[src/rtl/pisr_pkg.sv]
// Shared types and constants of the power-iteration eigenvalue estimator.
package pisr_pkg;

  localparam int MaxStates = 16;
  localparam int IdxW      = 4;
  localparam int AddrW     = 2 * IdxW;
  localparam int Depth     = MaxStates * MaxStates;

  localparam logic [1:0] CFG_ACTIVE_STATES = 2'd0;
  localparam logic [1:0] CFG_MAX_ITER      = 2'd1;
  localparam logic [1:0] CFG_TOLERANCE     = 2'd2;

  localparam logic [4:0]  ActiveReset = 5'd16;
  localparam logic [9:0]  MaxIterReset = 10'd1000;
  localparam logic [15:0] TolReset     = 16'd1;

  localparam logic [31:0] OneQ30 = 32'h4000_0000;

  typedef struct packed {
    logic [3:0]         entry_row;
    logic [3:0]         entry_col;
    logic signed [15:0] entry_value;
    logic               last_entry;
  } item_t;

  typedef struct packed {
    logic [31:0]        eigen_estimate;
    logic signed [23:0] log2_capacity;
    logic [9:0]         passes_used;
    logic               zero_norm;
  } result_t;

endpackage

[src/rtl/pisr_if.sv]
// Channel interfaces for matrix entries and results.
interface pisr_in_if;
  logic               valid;
  logic               ready;
  logic [3:0]         entry_row;
  logic [3:0]         entry_col;
  logic signed [15:0] entry_value;
  logic               last_entry;
  modport source(output valid, entry_row, entry_col, entry_value, last_entry, input ready);
  modport sink(input valid, entry_row, entry_col, entry_value, last_entry, output ready);
endinterface


[src/rtl/pisr_front.sv]
// Input stage: takes entries and holds them in a two-entry queue for the engine.
module pisr_front (
  input  logic            clk,
  input  logic            rst_n,
  pisr_in_if.sink         in_ch,
  output pisr_pkg::item_t q_item,
  output logic            q_valid,
  input  logic            q_ready
);
  import pisr_pkg::*;

  item_t      slot_r [2];
  logic       head_r;
  logic [1:0] cnt_r;
  logic       push, pop;
  item_t      in_item;

  assign in_item.entry_row   = in_ch.entry_row;
  assign in_item.entry_col   = in_ch.entry_col;
  assign in_item.entry_value = in_ch.entry_value;
  assign in_item.last_entry  = in_ch.last_entry;

  assign in_ch.ready = (cnt_r != 2'd2);
  assign push        = in_ch.valid && in_ch.ready;
  assign q_valid     = (cnt_r != 2'd0);
  assign pop         = q_valid && q_ready;
  assign q_item      = slot_r[head_r];

  always_ff @(posedge clk) begin
    if (push) begin
      slot_r[head_r ^ cnt_r[0]] <= in_item;
    end
  end

  always_ff @(posedge clk) begin
    if (!rst_n) begin
      head_r <= 1'b0;
      cnt_r  <= 2'd0;
    end else begin
      if (pop) begin
        head_r <= ~head_r;
      end
      cnt_r <= cnt_r + {1'b0, push} - {1'b0, pop};
    end
  end

endmodule

[src/flat_wrapper.sv]
// flat-port wrapper written by rule: the top's interface ports become plain ports
module pisr_front_flat import pisr_pkg::*;
  (clk, rst_n, q_item, q_valid, q_ready, in_ch_valid, in_ch_entry_row, in_ch_entry_col, in_ch_entry_value, in_ch_last_entry, in_ch_ready);
  pisr_in_if in_ch_i ();
  input  logic clk;
  input  logic rst_n;
  output pisr_pkg::item_t q_item;
  output logic q_valid;
  input  logic q_ready;
  input wire logic [$bits(in_ch_i.valid)-1:0] in_ch_valid;
  input wire logic [$bits(in_ch_i.entry_row)-1:0] in_ch_entry_row;
  input wire logic [$bits(in_ch_i.entry_col)-1:0] in_ch_entry_col;
  input wire logic [$bits(in_ch_i.entry_value)-1:0] in_ch_entry_value;
  input wire logic [$bits(in_ch_i.last_entry)-1:0] in_ch_last_entry;
  output wire logic [$bits(in_ch_i.ready)-1:0] in_ch_ready;
  assign in_ch_i.valid = in_ch_valid;
  assign in_ch_i.entry_row = in_ch_entry_row;
  assign in_ch_i.entry_col = in_ch_entry_col;
  assign in_ch_i.entry_value = in_ch_entry_value;
  assign in_ch_i.last_entry = in_ch_last_entry;
  assign in_ch_ready = in_ch_i.ready;
  pisr_front u_core (.clk(clk), .rst_n(rst_n), .in_ch(in_ch_i), .q_item(q_item), .q_valid(q_valid), .q_ready(q_ready));
endmodule
[config.mk]
export PLATFORM = sky130hd
export DESIGN_NAME = pisr_front_flat
export DESIGN_NICKNAME = d
export VERILOG_FILES = /design/src/rtl/pisr_pkg.sv /design/src/rtl/pisr_if.sv /design/src/rtl/pisr_front.sv /design/src/flat_wrapper.sv
export SDC_FILE = /design/constraint.sdc
export NUM_CORES = 1
export LEC_CHECK = 0
export BUFFER_PORTS_ARGS = -buffer_cell sky130_fd_sc_hd__clkbuf_2
export CAP_MARGIN = 20
export CORE_MARGIN = 2
export CORE_UTILIZATION = 55
export DETAILED_ROUTE_END_ITERATION = 8
export PLACE_DENSITY_LB_ADDON = 0.25
export SLEW_MARGIN = 30
export SYNTH_ARGS = -nofsm -noshare
export SYNTH_HDL_FRONTEND = slang
export SYNTH_SLANG_ARGS = --single-unit
[constraint.sdc]
create_clock -name clk -period 8.9 [get_ports clk]
set_input_delay 2.67 -clock clk [delete_from_list [all_inputs] [get_ports clk]]
set_output_delay 2.67 -clock clk [all_outputs]
set_load 0.1 [all_outputs]
== Yosys cells after proc, flatten, opt, wreduce, memory -nomap -nowiden ==
Memories as Yosys holds them, arrays and structs flattened. A register that Yosys moved wholly into a read port is not among the register bits.
Index checks and enable logic that the tools add are counted.

* Register bits after elaboration: 3
* RAM bits: 50
* Input port bits: 29
* Output and inout port bits: 27
* Logic and storage cells: 15
* Memories: 1

* $add $sub $neg: 2
* Equality and inequality tests: 1
* Muxes and demuxes: 4
* Bitwise gates (word level): 2
* Reductions and logical operators: 3

{| class="wikitable"
|+ Memory list
! memory !! depth !! bits a word !! rd ports !! clocked after Yosys merged registers in !! wr ports !! RTL line !! source
|-
| u_core.slot_r || 2 || 25 || 1 || 1 || 1 || pisr_front.sv:12 || <nowiki>item_t slot_r [2];</nowiki>
|}

{| class="wikitable"
|+ Operator list
! operator !! number
|-
| 2-to-1 mux 1 bit || 4
|-
| adder 2 x 1 -> 2 bit || 1
|-
| logical AND 1 bit || 2
|-
| != test 2 bit, second input constant || 1
|-
| nonzero test 2 bit || 1
|-
| subtractor 2 x 1 -> 2 bit || 1
|-
| inverter 1 bit || 1
|-
| XOR 1 bit || 1
|}

== Logic depth before layout (Yosys ltp) ==
Gate-level depths: netlist of the first run.

* Depth after elaboration: 4
* Mapped depth: 6
* Mapped depth without buffers: 6

== Least setup slack after synthesis of the first run ==
No wires, ideal clock.

* Path kind: in2reg
* Start point: input port in_ch_valid
* End point: memory u_core.slot_r[0][0] (netlist name), enable pin
* Library setup time: 0.446 ns
* Data arrival time: 4.549 ns
* Required time: 8.454 ns
* Path slack: 3.906 ns
* Cell stages on the path: 1
* Path buffers: 0
* Cell sequence: a21boi_0

* Longest elaborated chain between the ends: 3

{| class="wikitable"
|+ RTL lines
! item !! RTL line !! source
|-
| from (decl) || flat_wrapper.sv:10 || <nowiki>input wire logic [$bits(in_ch_i.valid)-1:0] in_ch_valid;</nowiki>
|-
| logical AND 1 bit || pisr_front.sv:24 || <nowiki>assign push = in_ch.valid && in_ch.ready;</nowiki>
|-
| 2-to-1 mux 1 bit || pisr_front.sv:30 || <nowiki>if (push) begin</nowiki>
|-
| 2-to-1 mux 1 bit (implied by the code) || pisr_front.sv:31 || <nowiki>slot_r[head_r ^ cnt_r[0]] <= in_item;</nowiki>
|-
| to (decl) || pisr_front.sv:12 ||
|}

No other way between the ends.

==> results.sh, run 1 <==
export IMPL_syn_area_per_cell_um2=20.0
export IMPL_holdWs_ns=0.553
export IMPL_drive_gt1_share_pct=56.7
export IMPL_die_h_um=65.2
export IMPL_grt_pass1_vias=1052
export IMPL_numCtsBuffers=5
export IMPL_netlist_top_cells_count="50 x edfxtp_1, 25 x mux2_2, 4 x dfxtp_1"
export IMPL_timing_critical_path_buf_inv=1
export IMPL_whs_endpoint="u_core.head_r$_SDFFE_PN0P_"
export IMPL_wire_per_inst_um=14.0
export IMPL_cpLargestDelayFamily="flip-flops"
export IMPL_synth_area_leaders="edfxtp_1 73%, mux2_2 14%, dfxtp_1 3.9%"
export IMPL_clkLatencyLatePin_ns=0.30
export IMPL_synth_cells=103
export IMPL_clkTransAtPathRegs_ns=0.09
export IMPL_endpoint_kind="output port"
export IMPL_rsz0062_at_grt="no"
export IMPL_route_vias_total=1053
export IMPL_drc=0
export IMPL_reg2regPathDepth=3
export IMPL_yosysWarnings=0
export IMPL_via_per_inst=4.97
export IMPL_synth_top_area_share_pct=73.0
export IMPL_initial_utilization_pct=56.6
export IMPL_r2r_end="u_core.slot_r[0][12]$_DFFE_PP_"
export IMPL_r2r_start="u_core.head_r$_SDFFE_PN0P_"
export IMPL_r2r_slack_ns=6.93
export IMPL_clock_sinks=54
export IMPL_grt_max_degree=26
export IMPL_synth_seq_area_share_pct=76.9
export IMPL_synthToLayoutAreaGrowth_pct=21.3
export IMPL_whs_path_depth=2
export IMPL_slowest_delay_ns=0.71
export IMPL_period_needed_ns=4.48
export IMPL_antenna_found_initial=0
export IMPL_ys_ff_latch=54
export IMPL_yosysUniqueCellTypes=20
export IMPL_final_period_utilization_pct=50.3
export IMPL_dr_first_iter_drc_count=53
export IMPL_firstDrtPassIters=4
export IMPL_dp_hpwl_um=1990
export IMPL_hp_start="u_core.head_r$_SDFFE_PN0P_"
export IMPL_fin_ws_ns=4.42
export IMPL_wirelength_um=2980
export IMPL_rows=22
export IMPL_hp_class="reg -> reg"
export IMPL_worst_path_max_fanout=25
export IMPL_yosysMostFrequentCell="edfxtp_1"
export IMPL_worstPathCellList="mux2_2, clkbuf_2"
export IMPL_synth_area_leader_cell="edfxtp_1"
export IMPL_grt_total_usage_pct=15.4
export IMPL_outcome="complete, no violations"
export IMPL_cts_hold_fix_buffers=0
export IMPL_diodes=0
export IMPL_clock_path_buffers=2
export IMPL_io_pins=56
export IMPL_synth_ff_type="edfxtp_1"
export IMPL_maxSlewHeadroom_pct=51.4
export IMPL_worstMarginPinSlew_ns=0.724
export IMPL_root_buffer="clkbuf_8"
export IMPL_maxCapViolCount=0
export IMPL_final_nets=194
export IMPL_dpl_cell_count=204
export IMPL_htreeDepth=2
export IMPL_max_freq_mhz=223
export IMPL_maxSlewViolCount=0
export IMPL_dieArea_um2=4250
export IMPL_setup_viol=0
export IMPL_synth_cell_area_um2=2060
export IMPL_core_area_um2=3630
export IMPL_cts_tree="yes"
export IMPL_place_congestion=0.636
export IMPL_finClkSkew_ns=0.00727
export IMPL_crit_arrival_ns=1.81
export IMPL_cts_resized=0
export IMPL_worstSetupPathType="reg -> out"
export IMPL_io_buffers=55
export IMPL_synthArstFlopShare_pct=0
export IMPL_crit_slowest_cell="dfxtp_2"
export IMPL_grt_overflow=0
export IMPL_synth_edf_count=50
export IMPL_antenna_left=0
export IMPL_die_x_um=65.2
export IMPL_post_cts_setup_buffers=0
export IMPL_syn_nets=134
export IMPL_hold_violations=0
export IMPL_grt_pass1_wl_um=4630
export IMPL_finalSetupTns_ns=0
export IMPL_critical_path_startpoint_type="register"
export IMPL_cp_required_ns=6.23
export IMPL_place_ws_ns=4.72
export IMPL_final_cells=212
==> kinds of logic after synthesis <==
| family | after synthesis | synth area share [%] |
|---|---|---|
| AO/OA/AOI/OAI | 3 | 1.09 |
| XOR/XNOR | 1 | 1.09 |
| adder cells (fa/ha/maj) | 2 | 1.22 |
| buffers and inverters | 5 | 1.70 |
| flip-flops | 54 | 76.9 |
| multiplexers | 27 | 14.7 |
| AND/OR/NAND/NOR | 11 | 3.35 |
==> through the flow <==
stage          cell area (um2)  utilization (%)
6_report                  2490             68.7
4_1_cts                   2490             68.7
3_5_place_dp              2380             65.5
5_1_grt                   2490             68.7
3_3_place_gp              2380             65.4
2_1_floorplan             2060                -
==> area by class of cell <==
cell class,count,area (um2)
repair buffers,56,283
inverters,2,7.51
fillers,261,1140
clock inverters,1,30.0
flip-flops and latches,54,1580
multi-input cells,44,445
well taps,48,60.1
clock buffers,7,86.3
==> worst min-delay path: cells and delay by family, from the launching register on <==
family | cells | cell delay [ns]
simple gates | 1 | 0.09
flops | 1 | 0.36
mux | 1 | 0.07
==> worst max path at each step <==
stage | endpoint | cells after the start | startpoint
after floorplan | u_core.slot_r[0][0]$_DFFE_PP_ | 1 | in_ch_valid
final | q_item[13] | 2 | register
after detailed placement | q_item[13] | 2 | register
after CTS | q_item[13] | 2 | register
after global placement | q_item[0] | 2 | register
after global routing | q_item[13] | 2 | register
==> cells in the final DEF (no fill, tap or decap), drive strengths merged <==
master	synthesis	layout
clkbuf	0	62
nand2	2	2
or2b	1	1
bufinv	0	1
a21boi	1	1
ha	2	2
or3	1	1
mux2	25	25
dfxtp	4	4
or2	1	1
nand2b	1	1
nor3b	1	1
and2	2	2
edfxtp	50	50
o21a	2	2
buf	3	1
mux2i	2	2
xnor3	1	1
inv	2	2
nor2b	2	2
==> per-layer routing <==
metal	routed length, um	global-route usage [%]
met1	1260	17.8
met2	1490	25.8
met3	170	5.65
met4	58	7.03
met5	0	0
==> sequential cells by signal (all words and copies together) (netlist names), named ones only <==
signal	flops
u_core.slot_r	50
u_core.cnt_r	2
u_core.head_r	1
Power of run 1 is not shown: default switching activity piles up to over one toggle a cycle in this logic, so the estimate is an artifact.
==> run 2, diff against run 1 <==
Settings changed: CORE_UTILIZATION 55 to 46.
Clock period 8.9 ns to 3.8 ns, I/O delays scaled along.
==> results.sh, run 2 (synthesized netlist as in run 1, its figures left out) <==
export IMPL_outcome="complete, no violations"
export IMPL_maxSlewHeadroom_pct=61.6
export IMPL_htreeDepth=2
export IMPL_io_pins=56
export IMPL_maxSlewViolCount=0
export IMPL_regArea_um2=1580
export IMPL_cp_required_ns=2.66
export IMPL_worstMarginPinSlew_ns=0.576
export IMPL_cts_tree="yes"
export IMPL_root_buffer="clkbuf_8"
export IMPL_final_cell_mix="55 x clkbuf_2, 50 x edfxtp_1, 25 x mux2_2, 5 x clkbuf_8, 4 x dfxtp_1"
export IMPL_rows=24
export IMPL_maxCapViolCount=0
export IMPL_cts_resized=0
export IMPL_grt_max_degree=26
export IMPL_dieArea_um2=5020
export IMPL_clock_path_buffers=2
export IMPL_r2r_slack_ns=2.05
export IMPL_route_vias_total=1068
export IMPL_initial_utilization_pct=47.6
export IMPL_firstDrtPassIters=4
export IMPL_synthToLayoutAreaGrowth_pct=20.4
export IMPL_place_congestion=0.750
export IMPL_multi_input_area_um2=444
export IMPL_numCtsBuffers=5
export IMPL_diodes=0
export IMPL_worstSetupPathType="reg -> out"
export IMPL_critical_path_startpoint_type="register"
export IMPL_wire_per_inst_um=15.4
export IMPL_drive_gt1_share_pct=54.8
export IMPL_core_area_um2=4320
export IMPL_wirelength_um=3370
export IMPL_clock_sinks=54
export IMPL_grt_overflow=0
export IMPL_final_nets=196
export IMPL_clkTransAtPathRegs_ns=0.08
export IMPL_hp_class="reg -> reg"
export IMPL_fill_cells=370
export IMPL_setup_viol=0
export IMPL_post_cts_setup_buffers=0
export IMPL_io_buffers=55
export IMPL_clkLatencyLatePin_ns=0.29
export IMPL_drc=0
export IMPL_die_h_um=70.9
export IMPL_finalSetupTns_ns=0
export IMPL_crit_arrival_ns=2.00
export IMPL_grt_pass1_wl_um=5500
export IMPL_period_needed_ns=3.14
export IMPL_largest_reg_flops=50
export IMPL_die_x_um=70.9
export IMPL_antenna_left=0
export IMPL_endpoint_kind="output port"
export IMPL_finClkSkew_ns=0.00429
export IMPL_cts_hold_fix_buffers=0
export IMPL_final_period_utilization_pct=82.7
export IMPL_grt_total_usage_pct=14.4
export IMPL_rsz0062_at_grt="no"
export IMPL_dp_hpwl_um=2400
export IMPL_max_freq_mhz=318
export IMPL_antenna_found_initial=0
export IMPL_via_per_inst=4.90
export IMPL_worst_path_max_fanout=15
export IMPL_grt_pass1_vias=1169
export IMPL_final_common_cell="clkbuf_2"
export IMPL_dr_first_iter_drc_count=57
export IMPL_hold_violations=0
run 2: changes by cell type in the layout (fill, tap and decap cells not counted), sizes merged:
cell / previous run / this run
clkinv: 0 / 3
bufinv: 1 / 0
clkbuf: 62 / 60
buf: 1 / 3
run 2: layout make-up:
cell class | count | area share [%]
clock buffers | 5 | 2.78
clock inverters | 3 | 0.455
inverters | 2 | 0.303
multi-input cells | 44 | 17.9
flip-flops and latches | 54 | 63.9
well taps | 52 | 2.63
repair buffers | 58 | 12.0
run 2: final timing paths:
check                             start  cells past startpoint                        endpoint
min reg2reg  u_core.head_r$_SDFFE_PN0P_                      2                        register
max                            register                      3                       q_item[7]
max reg2reg  u_core.head_r$_SDFFE_PN0P_                      3  u_core.slot_r[1][17]$_DFFE_PP_
min          u_core.head_r$_SDFFE_PN0P_                      2                        register
run 2: metal layers:
layer	global-route usage, %	part of all wire, %	up-vias
met2	26.2	54	28
li1	-	-	516
met4	4.40	0.56	0
met5	0	0	-
met1	16.1	40	522
met3	4.70	5.3	2
run 2: worst max-delay path: stages (launching register included):
cell	delay [ns]
dfxtp_1	0.63
buf_4	0.34
mux2_2	0.37
clkbuf_2	0.37
run 2: stage by stage:
| stage | hold WS, ns | utilization, % | setup WS (ns) | instances | instance area, um2 |
|---|---|---|---|---|---|
| 2_1_floorplan | 0.494 | - | 0.336 | 103 | 2060 |
| 3_5_place_dp | 0.527 | 55.4 | 0.963 | 210 | 2400 |
| 5_1_grt | 0.584 | 57.3 | 0.554 | 218 | 2480 |
| 3_3_place_gp | 0.508 | 55.4 | 1.01 | 210 | 2400 |
| 4_1_cts | 0.545 | 57.3 | 0.623 | 218 | 2480 |
| 6_report | 0.546 | 57.3 | 0.658 | 218 | 2480 |
Power of run 2 is left out for the same reason.
